[src/rtl/core/bti_pkg.sv]
`timescale 1ns / 1ps
package bti_pkg;

    localparam logic [1:0] ACT_LOAD      = 2'd0;
    localparam logic [1:0] ACT_INTERP    = 2'd1;
    localparam logic [1:0] ACT_INTEGRATE = 2'd2;

    localparam logic [1:0] ST_OK    = 2'd0;
    localparam logic [1:0] ST_EMPTY = 2'd1;
    localparam logic [1:0] ST_ORDER = 2'd2;

    localparam logic [1:0] CFG_CE_COUNT  = 2'd0;
    localparam logic [1:0] CFG_KE_COUNT  = 2'd1;
    localparam logic [1:0] CFG_CE_ENABLE = 2'd2;
    localparam logic [1:0] CFG_CONST_CE  = 2'd3;

    typedef struct packed {
        logic [1:0]         action;
        logic               table_select;
        logic [5:0]         entry_index;
        logic [31:0]        temperature;
        logic signed [31:0] entry_value;
    } item_t;

    typedef struct packed {
        logic signed [63:0] result_value;
        logic [1:0]         status;
    } result_t;

    typedef enum logic [5:0] {
        OP_NOP, OP_LATCH, OP_RD_FIRST, OP_RD_LAST, OP_CAP_LAST,
        OP_SRCH_RD, OP_SRCH_UPD, OP_RD_LO, OP_RD_HI, OP_CAP_HI,
        OP_SEG_PREP, OP_SEG_FLAT, OP_SEG_CE, OP_DIV_INIT, OP_DIV_STEP,
        OP_MS_CONST, OP_MS_FIRST, OP_MS_LAST, OP_MS_OFFDY, OP_MS_TRAP,
        OP_MS_LD0, OP_MS_LDN, OP_MUL0, OP_MUL1, OP_MUL_FIN,
        OP_RES_EMPTY, OP_RES_FIRST, OP_RES_LAST, OP_RES_CE, OP_RES_MS,
        OP_RES_ADD, OP_LD_RD, OP_LD_CAP, OP_LD_WR, OP_LD_PWR0, OP_LD_PWRN
    } dp_op_t;

    typedef enum logic [4:0] {
        S_IDLE, S_DISPATCH, S_RD_LAST, S_CAP_LAST, S_DECIDE, S_SRCH,
        S_SRCH_UPD, S_RD_HI, S_CAP_HI, S_SEG_PREP, S_SEG_BR, S_DIV_INIT,
        S_DIV, S_SEG_CE, S_SEG_USE, S_MUL0, S_MUL1, S_MUL_FIN, S_RES_MS,
        S_RES_ADD, S_LD_CAP, S_LD_WR, S_LD_MS, S_LD_P0, S_LD_PN, S_DONE
    } ctrl_state_t;

    typedef struct packed {
        dp_op_t op;
    } dp_cmd_t;

    typedef struct packed {
        logic [1:0] act;
        logic       load_ok;
        logic       idx_zero;
        logic       sel_zero;
        logic       n_zero;
        logic       ce_enable;
        logic       t_le_lo;
        logic       t_ge_hi;
        logic       srch_done;
        logic       dt_le0;
        logic       div_last;
    } dp_stat_t;

endpackage

[src/rtl/core/bti_ctrl.sv]
`timescale 1ns / 1ps
module bti_ctrl (
    input  logic              clk,
    input  logic              rst_n,
    input  logic              start,
    input  bti_pkg::dp_stat_t stat,
    output bti_pkg::dp_cmd_t  cmd,
    output logic              busy,
    output logic              done
);
    import bti_pkg::*;

    ctrl_state_t state_reg;
    ctrl_state_t state_next;
    ctrl_state_t ret_reg;
    ctrl_state_t ret_next;

    always_ff @(posedge clk or negedge rst_n)
    begin
        if (!rst_n)
        begin
            state_reg <= S_IDLE;
            ret_reg   <= S_IDLE;
        end
        else
        begin
            state_reg <= state_next;
            ret_reg   <= ret_next;
        end
    end

    always_comb
    begin
        state_next = state_reg;
        ret_next   = ret_reg;
        cmd.op     = OP_NOP;
        unique case (state_reg)
            S_IDLE:
            begin
                if (start)
                begin
                    cmd.op     = OP_LATCH;
                    state_next = S_DISPATCH;
                end
            end
            S_DISPATCH:
            begin
                if (stat.act == ACT_LOAD)
                begin
                    if (!stat.load_ok)
                    begin
                        state_next = S_DONE;
                    end
                    else if (stat.idx_zero)
                    begin
                        state_next = S_LD_WR;
                    end
                    else
                    begin
                        cmd.op     = OP_LD_RD;
                        state_next = S_LD_CAP;
                    end
                end
                else if (stat.act == ACT_INTERP || stat.act == ACT_INTEGRATE)
                begin
                    cmd.op     = OP_RD_FIRST;
                    state_next = S_RD_LAST;
                end
                else
                begin
                    state_next = S_DONE;
                end
            end
            S_RD_LAST:
            begin
                cmd.op     = OP_RD_LAST;
                state_next = S_CAP_LAST;
            end
            S_CAP_LAST:
            begin
                cmd.op     = OP_CAP_LAST;
                state_next = S_DECIDE;
            end
            S_DECIDE:
            begin
                if (stat.act == ACT_INTERP)
                begin
                    state_next = S_DONE;
                    if (stat.n_zero)
                    begin
                        cmd.op = OP_RES_EMPTY;
                    end
                    else if (stat.t_le_lo)
                    begin
                        cmd.op = OP_RES_FIRST;
                    end
                    else if (stat.t_ge_hi)
                    begin
                        cmd.op = OP_RES_LAST;
                    end
                    else
                    begin
                        state_next = S_SRCH;
                    end
                end
                else
                begin
                    state_next = S_MUL0;
                    if (!stat.ce_enable)
                    begin
                        cmd.op   = OP_MS_CONST;
                        ret_next = S_RES_MS;
                    end
                    else if (stat.n_zero)
                    begin
                        cmd.op     = OP_RES_EMPTY;
                        state_next = S_DONE;
                    end
                    else if (stat.t_le_lo)
                    begin
                        cmd.op   = OP_MS_FIRST;
                        ret_next = S_RES_MS;
                    end
                    else if (stat.t_ge_hi)
                    begin
                        cmd.op   = OP_MS_LAST;
                        ret_next = S_RES_ADD;
                    end
                    else
                    begin
                        state_next = S_SRCH;
                    end
                end
            end
            S_SRCH:
            begin
                if (stat.srch_done)
                begin
                    cmd.op     = OP_RD_LO;
                    state_next = S_RD_HI;
                end
                else
                begin
                    cmd.op     = OP_SRCH_RD;
                    state_next = S_SRCH_UPD;
                end
            end
            S_SRCH_UPD:
            begin
                cmd.op     = OP_SRCH_UPD;
                state_next = S_SRCH;
            end
            S_RD_HI:
            begin
                cmd.op     = OP_RD_HI;
                state_next = S_CAP_HI;
            end
            S_CAP_HI:
            begin
                cmd.op     = OP_CAP_HI;
                state_next = S_SEG_PREP;
            end
            S_SEG_PREP:
            begin
                cmd.op     = OP_SEG_PREP;
                state_next = S_SEG_BR;
            end
            S_SEG_BR:
            begin
                if (stat.dt_le0)
                begin
                    cmd.op     = OP_SEG_FLAT;
                    state_next = S_SEG_USE;
                end
                else
                begin
                    cmd.op     = OP_MS_OFFDY;
                    ret_next   = S_DIV_INIT;
                    state_next = S_MUL0;
                end
            end
            S_DIV_INIT:
            begin
                cmd.op     = OP_DIV_INIT;
                state_next = S_DIV;
            end
            S_DIV:
            begin
                cmd.op = OP_DIV_STEP;
                if (stat.div_last)
                begin
                    state_next = S_SEG_CE;
                end
            end
            S_SEG_CE:
            begin
                cmd.op     = OP_SEG_CE;
                state_next = S_SEG_USE;
            end
            S_SEG_USE:
            begin
                if (stat.act == ACT_INTERP)
                begin
                    cmd.op     = OP_RES_CE;
                    state_next = S_DONE;
                end
                else
                begin
                    cmd.op     = OP_MS_TRAP;
                    ret_next   = S_RES_ADD;
                    state_next = S_MUL0;
                end
            end
            S_MUL0:
            begin
                cmd.op     = OP_MUL0;
                state_next = S_MUL1;
            end
            S_MUL1:
            begin
                cmd.op     = OP_MUL1;
                state_next = S_MUL_FIN;
            end
            S_MUL_FIN:
            begin
                cmd.op     = OP_MUL_FIN;
                state_next = ret_reg;
            end
            S_RES_MS:
            begin
                cmd.op     = OP_RES_MS;
                state_next = S_DONE;
            end
            S_RES_ADD:
            begin
                cmd.op     = OP_RES_ADD;
                state_next = S_DONE;
            end
            S_LD_CAP:
            begin
                cmd.op     = OP_LD_CAP;
                state_next = S_LD_WR;
            end
            S_LD_WR:
            begin
                cmd.op     = OP_LD_WR;
                state_next = stat.sel_zero ? S_LD_MS : S_DONE;
            end
            S_LD_MS:
            begin
                state_next = S_MUL0;
                if (stat.idx_zero)
                begin
                    cmd.op   = OP_MS_LD0;
                    ret_next = S_LD_P0;
                end
                else
                begin
                    cmd.op   = OP_MS_LDN;
                    ret_next = S_LD_PN;
                end
            end
            S_LD_P0:
            begin
                cmd.op     = OP_LD_PWR0;
                state_next = S_DONE;
            end
            S_LD_PN:
            begin
                cmd.op     = OP_LD_PWRN;
                state_next = S_DONE;
            end
            S_DONE:
            begin
                state_next = S_IDLE;
            end
            default:
            begin
                state_next = S_IDLE;
            end
        endcase
    end

    assign busy = (state_reg != S_IDLE);
    assign done = (state_reg == S_DONE);

    a_busy_ends_after_done: assert property (@(posedge clk) disable iff (!rst_n)
        $fell(busy) |-> $past(done))
        else $error("busy dropped without a result beat");

    a_single_done: assert property (@(posedge clk) disable iff (!rst_n)
        done |=> !done)
        else $error("result strobe held more than one cycle");

    a_start_takes: assert property (@(posedge clk) disable iff (!rst_n)
        start && !busy |=> busy && !done)
        else $error("accepted beat did not start work");

    a_div_path: assert property (@(posedge clk) disable iff (!rst_n)
        state_reg == S_DIV_INIT |=> state_reg == S_DIV)
        else $error("divider not entered after init");
endmodule

[config.mk]
export PLATFORM = sky130hd
export DESIGN_NAME = bti_ctrl
export DESIGN_NICKNAME = d
export VERILOG_FILES = /design/src/rtl/core/bti_pkg.sv /design/src/rtl/core/bti_ctrl.sv
export SDC_FILE = /design/constraint.sdc
export NUM_CORES = 1
export LEC_CHECK = 0
export BUFFER_PORTS_ARGS = -buffer_cell sky130_fd_sc_hd__buf_2
export CAP_MARGIN = 20
export CORE_MARGIN = 5
export CORE_UTILIZATION = 27
export DETAILED_ROUTE_END_ITERATION = 8
export GPL_TIMING_DRIVEN = 0
export PLACE_DENSITY = 0.41
export SYNTH_ARGS = -nofsm -noshare
export SYNTH_HDL_FRONTEND = slang
export SYNTH_SLANG_ARGS = --single-unit
[constraint.sdc]
create_clock -name clk -period 2.1 [get_ports clk]
set_clock_uncertainty 0.15 [all_clocks]
set_input_delay 0.315 -clock clk [delete_from_list [all_inputs] [get_ports clk]]
set_output_delay 0.315 -clock clk [all_outputs]
set_load 0.05 [all_outputs]
Yosys cells after proc, flatten, opt, wreduce, memory -nomap -nowiden
Cells that the tools add are included.

word-level totals
  output and inout port bits = 8
  word-level logic and storage cells = 90
  bits in registers = 10
  input bits = 15

cells by class
  reductions and logical operators = 8
  equal/unequal tests = 34
  muxes and demuxes = 46

operators with widths
  kind                  count
  $pmux W6 S25          1
  $mux W5               28
  $pmux W5 S22          1
  $eq A5 B5 Y1 const B  10
  $eq A5 B4 Y1 const B  8
  $mux W4               6
  $eq A5 B3 Y1 const B  4
  $pmux W5 S4           1
  $mux W6               2
  $eq A5 B2 Y1 const B  2
  $ne A2 B2 Y1 const B  5
  $reduce_and A6 Y1     1
  $eq A5 B1 Y1 const B  1
  $logic_not A5 Y1      1
  $mux W1               5
  $reduce_bool A5 Y1    1
  $mux W2               2
  $ne A4 B4 Y1 const B  1
  $reduce_bool A4 Y1    1
  $reduce_or A4 Y1      1
  $ne A3 B3 Y1 const B  1
  $eq A2 B1 Y1 const B  1
  $eq A2 B2 Y1 const B  1
  $logic_not A2 Y1      1
  2 further kinds       2

Longest topological paths before layout
  depth after elaboration = 6
  depth in mapped cells = 8
  gate-level depth less buffers = 7

Worst setup path after synthesis
No wires, ideal clock.

  path kind = input to output
  start = input stat[11] (netlist bit)
  end = output cmd[3] (netlist bit)
  setup slack = -106 ps
  stages on the path = 7
  required time = 1635 ps
  arrival = 1741 ps
  path buffers = 1
  cell sequence = inv_1 > ha_1 > buf_2 > a21oi_1 > or3b_2 > a21oi_1 > or4_1

RTL lines
  element      RTL line       RTL
  from (decl)  bti_ctrl.sv:6  input bti_pkg::dp_stat_t stat,
  to (decl)    bti_ctrl.sv:7  output bti_pkg::dp_cmd_t cmd,

==> results.tsv <==
stage	metric	value	unit
global_route	antenna_found_initial	0	
timing	setup_violations	6	
status	violations	negative setup slack	
yosys	netlist_top_cells_area	dfrtp_1 (19%), a21oi_1 (6.9%), nor2_1 (5.5%), o21ai_0 (5.4%), nor3_1 (5.0%)	
power	powerDensity	1830	nW/um2
critical_path	crit_chain	buf_4, a21oi_2, or3b_4, a21oi_2, or4_4, buf_8	
placement	dp_hpwl	3810	um
global_route	groute.layer.met1.usage	0.219	
placement	numPortBuffers	22	
status	outcome	finished with violations	
critical_path	worstPathBufferInverterCount	2	
die	die_area	6330	um2
yosys	synthFlopType	dfrtp_1	
yosys	synth-seq-cells	10	
critical_path	slowest_delay	0.54	ns
die	core	4720	um2
layout	layout_commonest_cell	buf_4	
drt	avgRoutedWirePerCell	18.6	um
critical_path	cp_max_fo	7	
global_route	grtUsageTotal	0.169	
yosys	yosys_warnings	0	
global_route	grt_util_met2	0.270	
layout	fillers	472	
critical_path	worst_ep_required_time	1.63	ns
yosys	syn-num-nets	210	
yosys	ys_async_sr_fraction	1.00	
global_route	met3_usage	0.0181	
placement	gp_congestion	0.864	
drt	firstDrtPassIters	5	
timing	relSlewSlack	0.652	
timing	period_needed	2.34	ns
global_route	first_global_vias	1653	
critical_path	rr_worst_depth	7	
worst_hold_path	min_to	state_reg[1]	
critical_path	r2r_slack	-0.02	ns
critical_path	crit_top_cell	a21oi_2	
clock_network	cts_tree	built	
clock_network	cts_buffers	3	
critical_path	setup.worst_path.class	flip-flop to primary output	
yosys	yosysUniqueCellTypes	53	
critical_path	critPathLaunchType	flip-flop	
power	peakVddDrop	0.630	mV
timing	rsz0062_at_grt	true	
clock_network	insertion_delay	0.23	ns
timing	fin_crit_sh	1.11	
layout	fin_nets	261	
critical_path	crit_arrival	1.87	ns
layout	final_cell_mix	buf_4 (25), nor2_1 (16), buf_2 (16)	
die	ioPinCount	23	
yosys	postSynthCellCount	193	
clock_network	cts_root_buf	clkbuf_8	
power	leakagePower	0.855	nW
drt	vias_per_cell	5.84	
worst_hold_path	whs_path_depth	3	
global_route	grt_busiest_layer	met2	
critical_path	crit-reg2reg-capture	ret_reg[0]	
global_route	overflow	0	
timing	slew_viol_final	0	
drt	finalWirelength	5750	um
layout	area_growth	56.9	%
timing	setup_ws	-0.235	ns
yosys	yosys.area.top_type	dfrtp_1	
timing	holdWs	0.299	ns
clock_network	cts_max_level	1	
critical_path	critical_path.top_delay_family	simple AND/OR/NAND/NOR gates	
yosys	syn_area_per_cell	6.77	um2
drt	postRouteAntennaNets	0	
global_route	grt_start_max_net_pins	11	
worst_hold_path	min_from	stat[7]	
clock_network	clk_pin_slew	0.04	ns
layout	n_antenna_cell	0	
timing	hold_viol	0	
timing	setup_tns	-0.899	ns
worst_hold_path	hold_class	primary input to flip-flop	
drt	via_count	1805	
clock_network	clk_path_buf_depth	2	
critical_path	reg2reg_from	state_reg[0]	
critical_path	slowest_stage	or4_4	
drt	drt_iter0_markers	248	
die	row_count	25	
critical_path	worstSetupEndpointType	primary output	
clock_network	cts_sinks	10	
drt	drc	0	
timing	tightest_slew	0.517	ns
yosys	synth_area	1310	um2
layout	drive_gt1_frac	0.426	
yosys	yosys.area.top_type_share	0.192	
yosys	synth_edf_count	0	
die	start_util	0.277	
yosys	synth_seq_area_share	0.192	
flow_run	drv_cap	0	
die	die_x	79.6	um
global_route	grt_pass1_wl	8490	um
timing	fmax	428	MHz
die	die_h	79.6	um
-- final cells by class --
type | instances | area [um2] | share of cell area
timing repair buffer | 48 | 364 | 0.178
multi-input combinational | 158 | 1120 | 0.545
buffer | 14 | 146 | 0.0714
sequential | 10 | 254 | 0.124
inverter | 9 | 42.5 | 0.0208
tap | 67 | 83.8 | 0.0409
clock buffer | 3 | 41.3 | 0.0201
-- how the worst max path moves through the flow --
| stage | start | end | slack, ns | cells past startpoint |
|---|---|---|---|---|
| after floorplan | stat[11] | cmd[3] | -0.11 | 7 |
| after global placement | state_reg[0] | cmd[4] | -0.51 | 5 |
| after detailed placement | stat[11] | cmd[0] | -0.41 | 9 |
| after CTS | state_reg[2] | cmd[3] | -0.28 | 7 |
| after global routing | state_reg[3] | cmd[0] | -0.29 | 7 |
| final | state_reg[0] | cmd[3] | -0.24 | 6 |
-- Yosys cell counts, drive strengths merged (2+ instances only) --
cell type	number
o21ai	15
or4	2
o2111ai	2
buf	9
a31oi	5
a21oi	18
inv	8
nor3	14
ha	2
nand3b	3
mux2i	2
nand4	2
a211oi	2
o22ai	3
nor2b	8
nand3	3
a32oi	2
o211ai	2
or3	4
a22oi	2
a221o	2
nor4b	2
dfrtp	10
clkbuf	8
nor2	19
o32ai	2
nand2b	4
nand2	16
-- metal layers --
metal,share of wire,vias to the layer above
met5,0,-
met4,0.042,0
met3,0.081,27
met2,0.47,106
met1,0.41,852
li1,-,820
-- cells by family after synthesis --
logic type | Yosys count | synth area share
muxes | 3 | 0.0239
xor gates and xnor gates | 1 | 0.00671
DFF | 10 | 0.192
adders and majority gates | 2 | 0.0192
and+or+nand+nor | 81 | 0.319
buffers and inverters | 26 | 0.0824
AOI/OAI and AO/OA | 70 | 0.357
-- what timing repair did --
action | in CTS | in global routing
pin swaps | 4 | 11
gates cloned | 0 | 2
buffers inserted | 11 | 13
gates resized for setup | 60 | 39
hold endpoints to repair | 10 | 0
hold buffers | 1 | 0
endpoints found under the setup margin | 12 | 9
-- worst min-delay path: stages --
cell      delay [ns]
buf_2           0.12
a31oi_1         0.10
nand3b_1        0.10
-- stage by stage --
step           cells  setup slack (ns)  area, um2  utilization  total power, mW
6_report         309            -0.235       2050        0.434             3.74
2_1_floorplan    193            -0.106       1310            -             1.94
4_1_cts          294            -0.278       1810        0.384             3.20
5_1_grt          309            -0.288       2050        0.434             3.93
3_3_place_gp     282            -0.507       1500        0.318             2.57
3_5_place_dp     282            -0.413       1500        0.318             2.48
-- report_power, final --
part,internal (mW),switching (mW)
sequential,0.285,0.133
combinational,1.37,1.77
clock,0.124,0.0627
total,1.78,1.96
Power figures use the tool's default switching activity.
